$ cat config.mk
export PLATFORM = sky130hd
export DESIGN_NAME = base64_stream_encoder_unit
export DESIGN_NICKNAME = d
export VERILOG_FILES = /design/src/rtl/b64e_pkg.sv /design/src/rtl/base64_stream_encoder_unit.sv /design/src/rtl/b64e_group_enc.sv
export SDC_FILE = /design/constraint.sdc
export NUM_CORES = 1
export LEC_CHECK = 0
export CAP_MARGIN = 0
export CORE_MARGIN = 5
export CORE_UTILIZATION = 40
export DETAILED_ROUTE_END_ITERATION = 12
export DONT_BUFFER_PORTS = 1
export GPL_ROUTABILITY_DRIVEN = 0
export SLEW_MARGIN = 10
export SYNTH_ARGS = -nofsm -noshare
export SYNTH_HDL_FRONTEND = slang
export SYNTH_SLANG_ARGS = --single-unit
$ cat constraint.sdc
create_clock -name clk -period 4.3 [get_ports clk]
set_clock_uncertainty 0.1 [all_clocks]
set_input_delay 0.86 -clock clk [delete_from_list [all_inputs] [get_ports clk]]
set_output_delay 0.86 -clock clk [all_outputs]
set_load 0.1 [all_outputs]
$ cat src/rtl/b64e_pkg.sv
// Shared types, constants and the sextet-to-character map of the base64 encoder ('+' for 62, '-' for 63)
`timescale 1ns / 1ps
package b64e_pkg;

  localparam int unsigned MaxChars = 4;
  localparam int unsigned CharW    = 7;
  localparam int unsigned CntW     = 3;

  localparam logic [CharW-1:0] PadChar  = 7'h3D;
  localparam logic [CharW-1:0] PlusChar = 7'h2B;
  localparam logic [CharW-1:0] DashChar = 7'h2D;

  localparam logic [1:0] PhaseFirst  = 2'd0;
  localparam logic [1:0] PhaseSecond = 2'd1;
  localparam logic [1:0] PhaseThird  = 2'd2;

  typedef logic [CharW-1:0] char_t;

  typedef struct packed {
    char_t [MaxChars-1:0] chars;
    logic  [CntW-1:0]     cnt;
    logic                 fin;
  } item_chars_t;

  function automatic char_t sextet_char(input logic [5:0] v);
    char_t c;
    c = {1'b0, v};
    if (v < 6'd26) begin
      return c + 7'd65;
    end else if (v < 6'd52) begin
      return c + 7'd71;
    end else if (v < 6'd62) begin
      return c - 7'd4;
    end else if (v == 6'd62) begin
      return PlusChar;
    end
    return DashChar;
  endfunction

endpackage

$ cat src/rtl/base64_stream_encoder_unit.sv
// Top level of the streaming base64 encoder: byte items in, character items out
//
//   channel | ports                                         | direction
//   --------+-----------------------------------------------+----------
//   in      | in_valid in_ready in_data_byte in_final_byte  | into block
//   out     | out_valid out_ready out_char out_end_of_text  | out of block
//
// An accepted item is encoded in the same cycle into one to four characters.
// The first lands in the output register if it is free, else in the four-entry queue; the rest are queued.
// in_ready is high whenever the queue is empty, so an item may be taken while
// the output register still waits; an item yields one or two characters, or
// up to four for a final byte.
// Synchronous active-low reset empties the queue and output and starts a new group.
`timescale 1ns / 1ps
module base64_stream_encoder_unit
  import b64e_pkg::*;
(
  input  logic       clk,
  input  logic       rst_n,
  input  logic       in_valid,
  output logic       in_ready,
  input  logic [7:0] in_data_byte,
  input  logic       in_final_byte,
  output logic       out_valid,
  input  logic       out_ready,
  output logic [6:0] out_char,
  output logic       out_end_of_text
);

  logic [1:0]  phase_r, phase_nxt, enc_phase;
  logic [3:0]  carry_r, carry_nxt, enc_carry;
  item_chars_t enc_item;

  char_t [MaxChars-1:0] q_char_r, q_char_nxt;
  logic  [MaxChars-1:0] q_eot_r, q_eot_nxt;
  logic  [CntW-1:0]     q_cnt_r, q_cnt_nxt;

  logic        out_valid_r, out_valid_nxt;
  char_t       out_char_r, out_char_nxt;
  logic        out_eot_r, out_eot_nxt;

  logic                 accept, out_free;
  logic [MaxChars-1:0]  item_eot;

  b64e_group_enc u_enc (
    .data_byte  (in_data_byte),
    .final_byte (in_final_byte),
    .phase      (phase_r),
    .carry      (carry_r),
    .item       (enc_item),
    .phase_nxt  (enc_phase),
    .carry_nxt  (enc_carry)
  );

  assign in_ready = (q_cnt_r == '0);
  assign accept   = in_valid && in_ready;
  assign out_free = !out_valid_r || out_ready;

  always_comb begin
    for (int i = 0; i < MaxChars; i++) begin
      item_eot[i] = enc_item.fin && (CntW'(i) == enc_item.cnt - CntW'(1));
    end
  end

  always_comb begin
    phase_nxt     = phase_r;
    carry_nxt     = carry_r;
    q_char_nxt    = q_char_r;
    q_eot_nxt     = q_eot_r;
    q_cnt_nxt     = q_cnt_r;
    out_valid_nxt = out_valid_r;
    out_char_nxt  = out_char_r;
    out_eot_nxt   = out_eot_r;

    if (accept) begin
      phase_nxt = enc_phase;
      carry_nxt = enc_carry;
      if (out_free) begin
        // first character straight to the output, remainder queued
        out_valid_nxt = 1'b1;
        out_char_nxt  = enc_item.chars[0];
        out_eot_nxt   = item_eot[0];
        for (int i = 0; i < MaxChars - 1; i++) begin
          q_char_nxt[i] = enc_item.chars[i+1];
          q_eot_nxt[i]  = item_eot[i+1];
        end
        q_cnt_nxt = enc_item.cnt - CntW'(1);
      end else begin
        q_char_nxt = enc_item.chars;
        q_eot_nxt  = item_eot;
        q_cnt_nxt  = enc_item.cnt;
      end
    end else if (out_free) begin
      if (q_cnt_r != '0) begin
        // advance the queue by one
        out_valid_nxt = 1'b1;
        out_char_nxt  = q_char_r[0];
        out_eot_nxt   = q_eot_r[0];
        for (int i = 0; i < MaxChars - 1; i++) begin
          q_char_nxt[i] = q_char_r[i+1];
          q_eot_nxt[i]  = q_eot_r[i+1];
        end
        q_cnt_nxt = q_cnt_r - CntW'(1);
      end else begin
        out_valid_nxt = 1'b0;
      end
    end
  end

  always_ff @(posedge clk) begin
    if (!rst_n) begin
      phase_r     <= PhaseFirst;
      carry_r     <= '0;
      q_cnt_r     <= '0;
      out_valid_r <= 1'b0;
    end else begin
      phase_r     <= phase_nxt;
      carry_r     <= carry_nxt;
      q_cnt_r     <= q_cnt_nxt;
      out_valid_r <= out_valid_nxt;
    end
  end

  always_ff @(posedge clk) begin
    q_char_r   <= q_char_nxt;
    q_eot_r    <= q_eot_nxt;
    out_char_r <= out_char_nxt;
    out_eot_r  <= out_eot_nxt;
  end

  assign out_valid       = out_valid_r;
  assign out_char        = out_char_r;
  assign out_end_of_text = out_eot_r;

  a_queue_behind_output: assert property (@(posedge clk) disable iff (!rst_n)
    (q_cnt_r != '0) |-> out_valid_r)
    else $error("queued characters while output register empty");

  a_final_clears_group: assert property (@(posedge clk) disable iff (!rst_n)
    (in_valid && in_ready && in_final_byte) |=> (phase_r == PhaseFirst && carry_r == '0))
    else $error("group state not cleared after final byte");

  a_phase_legal: assert property (@(posedge clk) disable iff (!rst_n)
    (phase_r == PhaseFirst) || (phase_r == PhaseSecond) || (phase_r == PhaseThird))
    else $error("unused group phase reached");

  a_queue_depth: assert property (@(posedge clk) disable iff (!rst_n)
    (in_valid && in_ready) |=> (q_cnt_r <= CntW'(MaxChars)))
    else $error("character queue overfilled");

endmodule

$ cat src/rtl/b64e_group_enc.sv
// Group encoder: one byte plus group state in, up to four characters and next state out
`timescale 1ns / 1ps
module b64e_group_enc
  import b64e_pkg::*;
(
  input  logic [7:0]  data_byte,
  input  logic        final_byte,
  input  logic [1:0]  phase,
  input  logic [3:0]  carry,
  output item_chars_t item,
  output logic [1:0]  phase_nxt,
  output logic [3:0]  carry_nxt
);

  always_comb begin
    item.chars = '{default: PadChar};
    item.fin   = final_byte;
    item.cnt   = CntW'(1);
    phase_nxt  = PhaseFirst;
    carry_nxt  = '0;
    case (phase)
      PhaseSecond: begin
        item.chars[0] = sextet_char({carry[1:0], data_byte[7:4]});
        carry_nxt     = data_byte[3:0];
        phase_nxt     = PhaseThird;
        if (final_byte) begin
          item.chars[1] = sextet_char({data_byte[3:0], 2'b00});
          item.cnt      = CntW'(3);
        end
      end
      PhaseThird: begin
        item.chars[0] = sextet_char({carry, data_byte[7:6]});
        item.chars[1] = sextet_char(data_byte[5:0]);
        item.cnt      = CntW'(2);
      end
      default: begin
        item.chars[0] = sextet_char(data_byte[7:2]);
        carry_nxt     = {2'b00, data_byte[1:0]};
        phase_nxt     = PhaseSecond;
        if (final_byte) begin
          item.chars[1] = sextet_char({data_byte[1:0], 4'b0000});
          item.cnt      = CntW'(4);
        end
      end
    endcase
    if (final_byte) begin
      phase_nxt = PhaseFirst;
      carry_nxt = '0;
    end
  end

endmodule
== Word level (Yosys, flattened, before mapping) ==
Index checks and enable logic that the tools add are counted.
Storage, ports and cells
  register bits: 43
  bits in latches: 0
  RAM bits: 0
  ROM bits: 0
  input port bits: 13
  output and inout bits: 10
  word-level logic and storage cells: 166
  memories kept: 0
Operators by class
  add/sub/neg operators: 20
  multipliers: 0
  div/mod/pow operators: 0
  $lt $le $gt $ge: 18
  equality and inequality tests: 9
  shift-type cells: 0
  mux-type cells: 91
  bitwise logic cells: 1
  reduce and logical (&&, ||, !) cells: 16
Operators with widths (number)
  2-to-1 mux 7 bit: 34
  adder 6 x 7 -> 7 bit, second input constant: 12
  less-than comparator 6 bit, second input constant: 12
  2-to-1 mux 21 bit: 3
  subtractor 6 x 3 -> 7 bit, second input constant: 6
  2-to-1 mux 1 bit: 38
  less-than comparator 6 x 5 -> 1 bit, second input constant: 6
  case mux 17 bit (2 select lines): 1
  2-to-1 mux 3 bit: 9
  == test 6 bit, second input constant: 4
  2-to-1 mux 14 bit: 1
  case mux 4 bit (2 select lines): 1
  == test 2 x 3 -> 1 bit, first input constant: 2
  logical NOT 3 bit: 2
  AND reduction 2 bit: 3
  subtractor 3 x 1 -> 3 bit, second input constant: 2
  logical AND 1 bit: 5
  2-to-1 mux 2 bit: 2
  2-to-1 mux 4 bit: 1
  case mux 2 bit (2 select lines): 1
  nonzero test 2 bit: 2
  == test 1 x 3 -> 1 bit, first input constant: 1
  nonzero test 3 bit: 1
  == test 2 x 1 -> 1 bit, second input constant: 1
  other kinds (5): 5

== Longest topological paths before layout ==
Gate-level depths: netlist (run 1).
  depth after elaboration: 14
  depth in mapped cells: 15
  gate-level depth less buffers: 11

== Modules after synthesis ==
Synthesis (run 1) repeated with hierarchy kept, for this count alone.
Second synthesis, totals
  cell total of the unflattened synthesis: 603
  area, all modules: 4749.6 sq um
Modules (own cells, without submodules)
  base64_stream_encoder_unit: instances 1, cells an instance 244, area an instance 2386.0 sq um, sequential area each 1401.3 sq um
  b64e_group_enc: instances 1, cells an instance 359, area an instance 2363.5 sq um, sequential area each 0.0 sq um

== Worst setup path before layout (run 1) ==
OpenSTA, ideal clock, no wires.
  kind: input port to flip-flop
  start: input port in_data_byte[1]
  end: register q_char_r[11] (netlist bit), data pin
  setup time: 0.265 ns
  data arrival time: 3.364 ns
  required time: 3.935 ns
  slack: 0.570 ns
  cell stages on the path: 14
  buffers on the path: 4
  cells stage by stage: buf_2 buf_1 inv_1 ha_1 buf_6 nand2b_1 buf_6 xnor2_1 ha_1 or3_1 a31oi_1 xnor2_1 a21oi_2 or3_1
On the way
  longest elaborated chain between the ends: 11
  elaborated cells on any way between the ends: 47
  those cells by class: add/sub (6); order compare (9); eq/ne (1); mux (31)
Ends and longest elaborated chain
  start: declaration: line base64_stream_encoder_unit.sv:22  | input logic [7:0] in_data_byte,
  less-than comparator 6 bit: line b64e_pkg.sv:32  | end else if (v < 6'd62) begin
  2-to-1 mux 1 bit: line b64e_pkg.sv:32
  2-to-1 mux 1 bit: line b64e_pkg.sv:30  | end else if (v < 6'd52) begin
  2-to-1 mux 1 bit: line b64e_pkg.sv:28  | if (v < 6'd26) begin
  2-to-1 mux 1 bit, on equally long branches: line b64e_group_enc.sv:40, b64e_group_enc.sv:26
  2-to-1 mux 1 bit: line b64e_group_enc.sv:21  | case (phase)
  2-to-1 mux 7 bit: line b64e_pkg.sv:37  | return DashChar;
  2-to-1 mux 7 bit, on equally long branches: line b64e_group_enc.sv:40, b64e_group_enc.sv:26
  case mux 17 bit (2 select lines) *: line b64e_group_enc.sv:21
  2-to-1 mux 14 bit *: line base64_stream_encoder_unit.sv:78  | if (out_free) begin
  2-to-1 mux 21 bit *: line base64_stream_encoder_unit.sv:75  | if (accept) begin
  end signal: assignment: line base64_stream_encoder_unit.sv:125  | q_char_r <= q_char_nxt;
  end: declaration: line base64_stream_encoder_unit.sv:34  | char_t [MaxChars-1:0] q_char_r, q_char_nxt;
Every way passes the cells marked *; elsewhere a longest branch is shown, timed or not. The select of a mux whose other input is x is not followed.
A chain may end at the register's enable or synchronous reset.

== Worst setup path in the final report (run 1) ==
  start: input port in_data_byte[0]
  end: register q_char_r[11] (netlist bit), data pin
Same word-level chain as after synthesis.

==> impl_results.md, run 1 <==
- Setup WS pre-CTS: 0.860 ns
- Top post-synthesis cells by count: nand2_1, nor2_1, ha_1
- Post-synth EDFFs: 26
- Wire length per cell: 19.1 um
- Max Cap Viol: 0
- Core Area: 9110 um2
- Clock tree from TritonCTS: built
- Static power due to leakage: 1.39 nW
- Most frequent cell after synthesis: nand2_1
- Final Max Slew Viols: 0
- Clock Pin Slew Worst Setup and Hold Paths: 0.07 ns
- Synth area leader: edfxtp_1
- Worst path slowest cell: or3_1
- Drt pass-1 iters: 5
- Fillers: 928
- Number of synthesized register bits: 36
- # diodes: 0
- Tcrit/Tclk final: 73.6%
- Post-CTS setup buffers: 0
- All-Layer GR Usage: 18.9%
- Overflow after GRT: 0
- Via count: 3,546
- Predominant post-synthesis flop cell: edfxtp_1
- Starting density of the core: 40.6%
- CTS buffer count: 5
- Synthesis Warnings: 0
- Die area: 11,300 um2
- Final wirelength: 10,700 um
- Syn nets: 512
- Die Height: 106 um
- Final Util: 41.9%
- Vias per inst: 6.30
- Distinct cells, synth: 68
- Largest net degree at the start of global routing: 24
- Count of final setup violators: 0
- FFs w/ async S/R, synth: 0%
- Hold Path Class: reg -> reg
- Hpwl dp: 7900 um
- Final setup TNS: 0 ns
- CP max stage delay: 0.38 ns
- Final ANT Viol Nets: 0
- Mapped Area: 3700 um2
- Outcome: completed
- Worst Setup End Kind: flop
- Vias in the first global route: 3,310
- Post-Synth XOR/XNOR Area: 3.55%
- # rows: 35
- Layout area overhead: 3.08%
- Clock Path Buffers: 2
- Avg Cell Area, Syn: 7.86 um2
- Die width: 106 um
- Hold Buf Count CTS: 0
- Synth Area in Compound Gates: 30.5%
- Global-route wire length before repair: 17,400 um
- Antenna violations before repair: 0
- Slew headroom: 27.1%
- DRC viols: 0
- Number of port buffers: 0
- Final Worst Setup Slack: 1.13 ns
- Arrival @ worst endpoint: 3.11 ns
- Post-synthesis mux area share: 1.12%
- CTS root buffer: clkbuf_8
- CP Cell Sequence: inv_1 > ha_1 > nand2b_1 > xnor2_1 > ha_1 > or3_1 > a31oi_1 > xnor2_1 > a21oi_2 > or3_1
- Yosys top cell area share: 21.1%
- WS Path Type: in -> reg
- Skew-Pair Late Insertion Delay: 0.29 ns
- Largest family of logic cells by synthesized area: compound AO/OA/AOI/OAI gates
- DRT iter0 DRCs: 292
- Clock sink count: 36
- H-Tree Depth: 2
- Seq/Total Area, Yosys: 26.5%
- Hold Violations, Final: 0
- Pwr Density: 489 nW/um2
- IO Pins: 23
- Share of post-route cells with drive strength above 1: 5.09%
- Critical Path Fanout Max: 12
- Tmin final: 3.17 ns
- Worst-margin pin slew: 1.09 ns
- Adder-cell share of the synthesized area: 9.47%
- Required time of the worst setup path: 4.24 ns
- Final nets: 492
- Element type at the critical path start: primary input
- Top post-synthesis cells by area: edfxtp_1, ha_1, nand2_1
- RSZ-0062 raised after global routing: no
- Max Fclk: 0.316 GHz
- Simple-Gate Fraction of Synth Area: 21.5%
- Post-CTS sizing: 0
- VDD IR max: 222 uV
- Gate Count Post-Synth: 471
## logic make-up after synthesis
kind of cell,Yosys count
flops,36
fa+ha+maj,28
simple gates,168
mux,4
xor+xnor,15
compound gates,161
buf+inv,59
## through the flow
| stage | cell area (um2) | hold WS, ns | power, mW | instances |
|---|---|---|---|---|
| floorplan | 3700 | 0.372 | 1.41 | 471 |
| global placement | 3710 | 0.382 | 1.56 | 555 |
| detailed placement | 3710 | 0.403 | 1.57 | 555 |
| CTS | 3810 | 0.418 | 1.86 | 563 |
| global route | 3810 | 0.445 | 1.96 | 563 |
| finish | 3810 | 0.415 | 1.86 | 563 |
## registers in the layout, summed over array words and instances (netlist names)
signal / count
q_char_r: 14
out_valid: 1
out_end_of_text: 1
carry_r: 4
phase_r: 2
q_cnt_r: 3
q_eot_r: 4
out_char: 7
## final timing paths
| check | start | end | slack (ns) | cells after the start |
|---|---|---|---|---|
| setup / recovery | in_data_byte[0] | q_char_r[11]$_SDFFCE_PN1P_ | 1.13 | 10 |
| hold / removal | q_cnt_r[1]$_SDFFE_PN0P_ | q_cnt_r[1]$_SDFFE_PN0P_ | 0.41 | 1 |
| setup reg to reg | carry_r[0]$_SDFFE_PN0P_ | out_char[2]$_DFFE_PP_ | 1.34 | 9 |
| hold reg to reg | q_cnt_r[1]$_SDFFE_PN0P_ | q_cnt_r[1]$_SDFFE_PN0P_ | 0.41 | 1 |
## placed cells by master, fill, tap and decap left out, types with 6 or more instances in the layout
| master | synthesis | routed |
|---|---|---|
| inv_1 | 25 | 25 |
| dfxtp_1 | 10 | 10 |
| nor2_1 | 30 | 30 |
| ha_1 | 28 | 28 |
| edfxtp_1 | 26 | 26 |
| a21oi_2 | 5 | 6 |
| xnor2_1 | 15 | 15 |
| a21o_1 | 10 | 10 |
| nor2b_1 | 8 | 8 |
| a31oi_1 | 13 | 13 |
| o21ai_0 | 25 | 25 |
| nand2_1 | 56 | 56 |
| nand2b_1 | 9 | 9 |
| o21ai_1 | 8 | 8 |
| nor3_1 | 17 | 17 |
| a21oi_1 | 24 | 23 |
| nand3_1 | 25 | 25 |
## routing by layer
layer / vias up / wire, um / global-route usage (%)
met5: - / 0 / 0
met4: 0 / 205 / 5.27
met3: 20 / 604 / 2.61
met2: 145 / 5010 / 30.9
met1: 1667 / 4900 / 26.2
li1: 1714 / - / -
## power by group
| group | internal, mW | leakage [nW] | switching (mW) |
|---|---|---|---|
| Sequential | 0.545 | 0.324 | 0.328 |
| Clock | 0.172 | 0.0552 | 0.125 |
| Combinational | 0.225 | 1.01 | 0.469 |
| Total | 0.941 | 1.39 | 0.922 |
## cell type report
cell class	instances	area, um2	share of cell area [%]
flip-flops and latches	36	981	25.7
clock inverters	2	35.0	0.919
repair buffers	4	30.0	0.787
inverters	28	105	2.76
multi-input cells	376	2450	64.3
clock buffers	6	72.6	1.90
well taps	111	139	3.64
## worst max-delay path, delay by kind of cell
family                     cells  cell delay, ns
and+or+nand+nor                3            1.03
buffers and inverters          1            0.10
adders and majority gates      2            0.56
xor gates and xnor gates       2            0.28
AOI/OAI and AO/OA              2            0.28
No activity file was read; power rests on OpenSTA's default activity.
==> inputs of run 2 (changes only) <==
Settings changed: ABC_AREA set to 1.
Clock period 4.3 ns to 3.1 ns, I/O delays scaled along.
==> impl_results.md, run 2 <==
- Int Power: 1.33 mW (+41%)
- Antenna violations before repair: 0 (unchanged)
- Final wirelength: 10,900 um (+1.8%)
- Mapped Area: 3740 um2 (+1.1%)
- Share of post-route cells with drive strength above 1: 9.66% (+4.6 points)
- Number of synthesized register bits: 36 (unchanged)
- Final setup TNS: 0 ns (unchanged)
- Final nets: 599 (+22%)
- Layout area overhead: 3.74%
- Skew-Pair Late Insertion Delay: 0.29 ns (about the same)
- Element type at the critical path start: flop
- Number of port buffers: 0 (unchanged)
- Required time of the worst setup path: 3.04 ns (-1.20 ns)
- Yosys top cell area share: 20.9% (-0.24 points)
- Seq/Total Area, Yosys: 26.2% (-0.30 points)
- Switching Share: 54.3% (+4.8 points)
- RSZ-0062 raised after global routing: no
- Most frequent cell on the critical path: nand2_1
- Hold Path Class: in -> reg
- Avg Cell Area, Syn: 6.64 um2 (-16%)
- Tcrit/Tclk final: 79.8%
- CTS buffer count: 5 (unchanged)
- Hold path startpoint: rst_n
- Worst r2r path cells: 12 (+3)
- Worst Setup End Kind: flop
- WHS Path Cells: 2 (+1)
- Starting density of the core: 40.7% (+0.076 points)
- Synth area leader: edfxtp_1
- Largest net degree at the start of global routing: 23 (-4.2%)
- Critical Path Stages: 12 (+2)
- Predominant post-synthesis flop cell: edfxtp_1
- CP max stage delay: 0.55 ns (+0.17 ns)
- Syn nets: 605 (+18%)
- Switch Pwr: 1.58 mW (+71%)
- Placed cells: 662 (+19%)
- Via count: 3,812 (+7.5%)
- # rows: 35 (unchanged)
- Commonest non-fill, non-tap cell in the layout: nand2_1
- Die width: 107 um (+0.52%)
- Cell family with most CP delay: simple AND/OR/NAND/NOR gates
- FFs w/ async S/R, synth: 0% (unchanged)
- Pwr Density: 750 nW/um2 (+54%)
- Gate power share: 44.9% (+7.7 points)
- Gate Count Post-Synth: 564 (+20%)
- Overflow after GRT: 0 (unchanged)
- WS Path Type: reg -> reg
- Hold Violations, Final: 0 (unchanged)
- Count of final setup violators: 0 (unchanged)
- Max Cap Viol: 0 (unchanged)
- DRT iter0 DRCs: 385 (+32%)
- Vias per inst: 5.69 (-9.7%)
- CP Cell Sequence: inv_1 > ha_1 > nor2_4 > inv_2 > o21ai_0 > nand2_1 > o2111ai_1 > nand2_1 > nand2_1 > nand2_1 > nand2_1 > nand3_1
- Tmin final: 2.47 ns
- VDD IR max: 898 uV (+300%)
- H-Tree Depth: 2 (unchanged)
- Core Area: 9200 um2 (+0.96%)
- Clock power share: 11.4% (-4.6 points)
- Reg power frac: 43.7% (-3.1 points)
- Worst path slowest cell: dfxtp_1
- IO Pins: 23 (unchanged)
- Distinct cells, synth: 42 (-38%)
- Outcome: completed
- Die Height: 107 um (+0.52%)
- Synthesis Warnings: 0 (unchanged)
- Clock Pin Slew Worst Setup and Hold Paths: 0.08 ns (about the same)
- Top post-synthesis cells by area: edfxtp_1, nand2_1, ha_1
- Max reg flops: 14 (unchanged)
- Most frequent cell after synthesis: nand2_1
- Final Max Slew Viols: 0 (unchanged)
- Hold Buf Count CTS: 0 (unchanged)
- Slew headroom: 38.7% (+12 points)
- Worst-margin pin slew: 0.921 ns (-0.172 ns)
- Most frequent cells in the layout: nand2_1, nand3_1, inv_1
- Static power due to leakage: 1.73 nW (+25%)
- # diodes: 0 (unchanged)
- RR Startpoint: carry_r[0]$_SDFFE_PN0P_
- Top post-synthesis cells by count: nand2_1, nand3_1, inv_1
- Arrival @ worst endpoint: 2.41 ns (-0.70 ns)
- Post-CTS setup buffers: 0 (unchanged)
- Critical Path Fanout Max: 10 (-2)
- Clock sink count: 36 (unchanged)
- Vias in the first global route: 3,478 (+5.1%)
- Top reg by flops: q_char_r
- Post-CTS sizing: 0 (unchanged)
- Post-synth EDFFs: 26 (unchanged)
- Crit. Startpoint: carry_r[0]$_SDFFE_PN0P_
- DRC viols: 0 (unchanged)
- Overall Power: 2.91 mW (+56%)
- Clock Path Buffers: 2 (unchanged)
- Buffer and inverter count on the worst path: 2 (+1)
- Max Fclk: 0.404 GHz
- Final ANT Viol Nets: 0 (unchanged)
- Fillers: 959 (+3.3%)
- Clock tree from TritonCTS: built
- Finished Layout Cells: 670 (+19%)
- Die area: 11,400 um2 (+1.0%)
- Wire length per cell: 16.3 um (-14%)
- All-Layer GR Usage: 19.2% (+0.26 points)
- Hpwl dp: 8390 um (+6.3%)
- Drt pass-1 iters: 7 (+2)
- Global-route wire length before repair: 17,900 um (+2.8%)
- CTS root buffer: clkbuf_8
[run 2: cell count changes after synthesis, moves of 12 or more]
cell	before	now
nand2_1	56	182
nor3_1	17	4
xnor2_1	15	3
nand3_1	25	63
inv_1	25	52
inv_2	2	16
[run 2: worst paths after layout]
check | end | slack, ns
max reg2reg | q_char_r[1]$_DFFE_PP_ | 0.63
max | q_char_r[1]$_DFFE_PP_ | 0.63
min reg2reg | q_cnt_r[1]$_SDFFE_PN0P_ | 0.38
min | phase_r[0]$_SDFFE_PN0P_ | 0.37
[run 2: worst reg2reg max path: stages, from the launching register on]
cell and delay [ns]:
dfxtp_1 0.55, inv_1 0.24, ha_1 0.32, nor2_4 0.17, inv_2 0.09, o21ai_0 0.16, nand2_1 0.07, o2111ai_1 0.08
nand2_1 0.08, nand2_1 0.06, nand2_1 0.11, nand2_1 0.10, nand3_1 0.07
[run 2: per-layer routing]
| layer | share of wire [%] | track usage, % |
|---|---|---|
| met1 | 44 | 27.1 |
| met2 | 47 | 31.0 |
| met3 | 8.1 | 2.95 |
| met4 | 1.5 | 4.29 |
| met5 | 0 | 0 |
[run 2: logic make-up (layout without fill, tap and decap cells)]
logic type	count (synthesis)	count (layout)	synth area share, %
and+or+nand+nor	300	300	35.4
AOI/OAI and AO/OA	100	100	15.9
xor gates and xnor gates	10	10	2.34
DFF	36	36	26.2
buffers and inverters	90	85	10.8
adders and majority gates	28	28	9.36
[run 2: final cells by class]
class | instances | area [um2] | share of cell area [%]
clock buffer | 5 | 68.8 | 1.77
tap | 111 | 139 | 3.58
multi-input combinational | 438 | 2360 | 60.7
timing repair buffer | 7 | 52.6 | 1.35
sequential | 36 | 981 | 25.3
inverter | 70 | 264 | 6.80
clock inverter | 3 | 18.8 | 0.483
[run 2: through the flow]
| step | area (um2) | worst slack (ns) | hold slack (ns) | util (%) |
|---|---|---|---|---|
| floorplan | 3740 | 0.352 | 0.345 | - |
| global placement | 3790 | 0.502 | 0.356 | 41.3 |
| detailed placement | 3790 | 0.441 | 0.368 | 41.3 |
| CTS | 3880 | 0.657 | 0.364 | 42.2 |
| global route | 3880 | 0.481 | 0.367 | 42.2 |
| finish | 3880 | 0.628 | 0.370 | 42.2 |
[run 2: power by group through the flow]
| stage | logic [mW] | clock network [mW] | registers [mW] |
|---|---|---|---|
| final | 1.31 | 0.331 | 1.27 |
| after global routing | 1.46 | 0.364 | 1.29 |
| after CTS | 1.30 | 0.341 | 1.28 |
| after detailed placement | 1.29 | 0 | 1.29 |
| after global placement | 1.29 | 0 | 1.28 |
| after floorplan | 0.986 | 0 | 1.27 |
